[config.mk]
export PLATFORM = sky130hd
export DESIGN_NAME = cbez_clamp
export DESIGN_NICKNAME = d
export VERILOG_FILES = /design/src/rtl/cbez_pkg.sv /design/src/rtl/cbez_clamp.sv
export SDC_FILE = /design/constraint.sdc
export NUM_CORES = 1
export LEC_CHECK = 0
export ABC_AREA = 1
export BUFFER_PORTS_ARGS = -buffer_cell sky130_fd_sc_hd__buf_2
export CAP_MARGIN = 0
export CELL_PAD_IN_SITES_DETAIL_PLACEMENT = 0
export CELL_PAD_IN_SITES_GLOBAL_PLACEMENT = 1
export CORE_ASPECT_RATIO = 0.75
export CORE_MARGIN = 4
export CORE_UTILIZATION = 41
export CTS_CLUSTER_DIAMETER = 50
export DETAILED_ROUTE_END_ITERATION = 16
export PLACE_DENSITY = 0.87
export SYNTH_ARGS = -nofsm -noshare
export SYNTH_HDL_FRONTEND = slang
export SYNTH_SLANG_ARGS = --single-unit
[constraint.sdc]
create_clock -name aclk -period 5.5 [get_ports aclk]
set_input_delay 1.375 -clock aclk [delete_from_list [all_inputs] [get_ports aclk]]
set_output_delay 1.375 -clock aclk [all_outputs]
set_load 0.01 [all_outputs]
[src/rtl/cbez_pkg.sv]
package cbez_pkg;

    // Configuration register indexes
    typedef enum logic [2:0] {
        REG_CTRL0_X = 3'd0,
        REG_CTRL0_Y = 3'd1,
        REG_CTRL1_X = 3'd2,
        REG_CTRL1_Y = 3'd3,
        REG_CTRL2_X = 3'd4,
        REG_CTRL2_Y = 3'd5,
        REG_CTRL3_X = 3'd6,
        REG_CTRL3_Y = 3'd7
    } cfg_reg_t;

    localparam int CFG_IDX_BITS = 3;
    localparam int NUM_CTRL_PTS = 4;

    // Per-stage load enables of the evaluation pipeline
    typedef struct packed {
        logic s1;
        logic s2;
        logic s3;
        logic s4;
        logic s5;
    } stage_en_t;

endpackage

[src/rtl/cbez_clamp.sv]
module cbez_clamp #(
    parameter int PARAM_FRAC_BITS = 16
) (
    input  logic                         aclk,
    input  cbez_pkg::stage_en_t          en,
    input  logic [PARAM_FRAC_BITS+1:0]   t_param,
    output logic [PARAM_FRAC_BITS:0]     t_out,
    output logic [PARAM_FRAC_BITS:0]     u_out
);
    import cbez_pkg::*;

    localparam int F   = PARAM_FRAC_BITS;
    localparam int T_W = F + 2;
    localparam int P_W = F + 1;
    localparam logic [P_W-1:0] T_ONE = {1'b1, {F{1'b0}}};

    logic [P_W-1:0] t_next, u_next, t_reg, u_reg;

    // Clamp the parameter to [0, 1.0] and form its complement
    always_comb begin
        if (t_param[T_W-1]) begin
            t_next = '0;
        end else if (t_param[P_W-1:0] > T_ONE) begin
            t_next = T_ONE;
        end else begin
            t_next = t_param[P_W-1:0];
        end
        u_next = T_ONE - t_next;
    end

    always_ff @(posedge aclk) begin
        if (en.s1) begin
            t_reg <= t_next;
            u_reg <= u_next;
        end
    end

    assign t_out = t_reg;
    assign u_out = u_reg;

endmodule

==> flow_summary.yaml <==
setup_path:
  cp.buffers_inverters: 1
  cp-start-kind: "input pin"
  crit_chain: "buf_2 > nor2_1 > nand2_1 > nor2_1 > nand2_1 > nand2_2 > nand2_1 > ha_1 > nand2_4 > nor2_2 > xor2_1"
  critPathCaptureType: "register"
  critPathLaunch: "t_param[6]"
  worst-path-max-fanout: 30
  crit_slowest_cell: "nand2_2"
  crit_family: "simple AND/OR/NAND/NOR gates"
  cp.arrival_ns: 3.30
  required_ns: 5.53
  critPathKind: "in -> reg"
  max_stage_delay_ns: 0.49
  crit_path_frequent_cell: "nand2_1"
global_route:
  grt_pass1_vias: 1386
  grt_overflow: 0
  grt_max_degree: 34
  antenna_found_initial: 0
  grt_pass1_wl_um: 6140
  grt_most_used_layer: "met2"
  grt_util_met2_pct: 21.3
  grtUsageMet1_pct: 18.0
  met3_usage_pct: 5.69
  grt_usage_pct: 13.9
logic_synthesis:
  async_flop_share_pct: 0
  syn_nets: 224
  synth.largest_area_cell: "edfxtp_1"
  syn_inst: 199
  seq_area_frac_synth_pct: 51.9
  syn-cell-area_um2: 1910
  synth_edf_count: 33
  synth_top_cells_by_count: "42 x nand2_1, 33 x edfxtp_1, 31 x nor2_1"
  synth.top_cell.area_share_pct: 51.9
  synth_cell_types: 23
  yosys_warnings: 0
  syn_area_per_cell_um2: 9.59
  ys_ff_latch: 33
  yosys-top-cells-area: "edfxtp_1 52%, nand2_1 8.3%, nor2_1 6.1%"
  synthFlopType: "edfxtp_1"
  synth.most_common_cell: "nand2_1"
power_and_ir_drop:
  ir_drop_mv: 0.145
  p_per_area_nw_per_um2: 287
  p_leak_nw: 1.13
placed_design:
  dp_cells: 303
  place_hpwl_um: 2760
  gp_congestion: 0.807
  port_buffers: 53
  placed_area_um2: 2160
die:
  io_pins: 58
  core_um2: 4490
  fp.dieH_um: 67.1
  die_w_um: 86.8
  dieArea_um2: 5820
  start_util_pct: 42.5
  rows: 21
timing:
  rsz0062_at_grt: "no"
  tns_ns: 0
  tightestPinTransition_ns: 0.709
  fmax_mhz: 306
  period_share_pct: 59.4
  slew_viol_final: 0
  max_slew_margin_pct: 52.7
  min_period_ns: 3.26
  setup_viol: 0
  finalHoldViolCount: 0
drt:
  detail-route-antenna-nets: 0
  num_vias: 1383
  drc: 0
  wl_per_cell_um: 11.4
  viasPerCell: 4.45
  firstDrtPassIters: 4
  wl_um: 3540
  drtIter0Drc: 126
clocking:
  post-cts-setup-buffer-count: 0
  cts-root-buf: "clkbuf_8"
  clkTransAtPathRegs_ns: 0.07
  cts_num_sinks: 33
  cts_buffer_depth: 2
  cts_tree: "yes"
  hold_buffers: 0
  ctsResizeCount: 0
  numCtsBuffers: 5
  cts.htree.levels: 2
finish:
  nFillCells: 435
  n_antenna_cell: 0
  nNetsFinal: 278
  drive_above_1_share_pct: 36.6
  layout.cells.non_filler: 311
  synthToLayoutAreaGrowth_pct: 18.5
  stdcell_area_um2: 2260
min_path:
  hp-start: "t_param[16]"
  hold_path.class: "in -> reg"
outcome:
  status: "finished, final reports clean"
job:
  cap_viol_max_count: 0
[worst min-delay path, stage by stage]
cell and delay, ns:
buf_2 0.11, inv_1 0.05, nor2_1 0.05
[stage by stage]
step	power [W]	util [%]	hold slack [ns]	worst slack (ns)
2_1_floorplan	0.000400	-	1.49	2.63
3_3_place_gp	0.000436	48.0	1.76	1.93
3_5_place_dp	0.000439	48.0	1.77	1.89
4_1_cts	0.000659	50.3	1.47	2.21
5_1_grt	0.000685	50.3	1.48	2.06
6_report	0.000650	50.3	1.48	2.24
[path summary, 6_finish.rpt]
path  slack [ns]  depth (start not counted)        end
max         2.24                         11   u_out[6]
min         1.48                          3  t_out[16]
[layer usage]
layer  share of wire [%]  vias to the layer above
met3                 8.7                        7
met2                  42                       38
met4                 1.3                        0
met1                  48                      610
li1                    -                      728
met5                   0                        -
[flip-flops by register name, indices dropped and copies added, names as in the netlist]
signal,cells
t_out,17
u_out,16
[area by class of cell]
class / count / area, um2 / area share [%]
multi-input cells: 123 / 689 / 30.5
clock inverters: 2 / 33.8 / 1.49
inverters: 37 / 139 / 6.14
repair buffers: 53 / 265 / 11.7
well taps: 57 / 71.3 / 3.15
flip-flops and latches: 33 / 991 / 43.8
clock buffers: 6 / 72.6 / 3.21
[cell families (layout without fill, tap and decap cells)]
logic type	count (synthesis)	in the layout	synth area share (%)
simple gates	100	100	26.2
compound gates	15	15	6.03
fa+ha+maj	1	1	0.655
xor+xnor	7	7	3.21
buf+inv	43	98	12.0
flops	33	33	51.9
[cells in the final DEF (no fill, tap or decap), types with 2 or more instances in the layout]
master / n
nand3_1: 8
edfxtp_1: 33
nor2_8: 2
nand2_1: 42
nand2_4: 4
o21ai_2: 7
buf_2: 53
clkinv_1: 2
nor2_1: 31
nand2_2: 10
clkbuf_8: 5
nor3_4: 2
o21ai_0: 4
xor2_1: 6
o21ai_1: 2
inv_1: 29
inv_2: 7
[where the power goes]
group | internal, W | switching (W) | leakage [nW] | total, W
logic | 0.0000439 | 0.0000772 | 0.755 | 0.000121
clock network | 0.000134 | 0.0000846 | 0.0528 | 0.000218
registers | 0.000305 | 0.00000518 | 0.320 | 0.000310
Note: power is estimated with default switching activity, not from simulation.
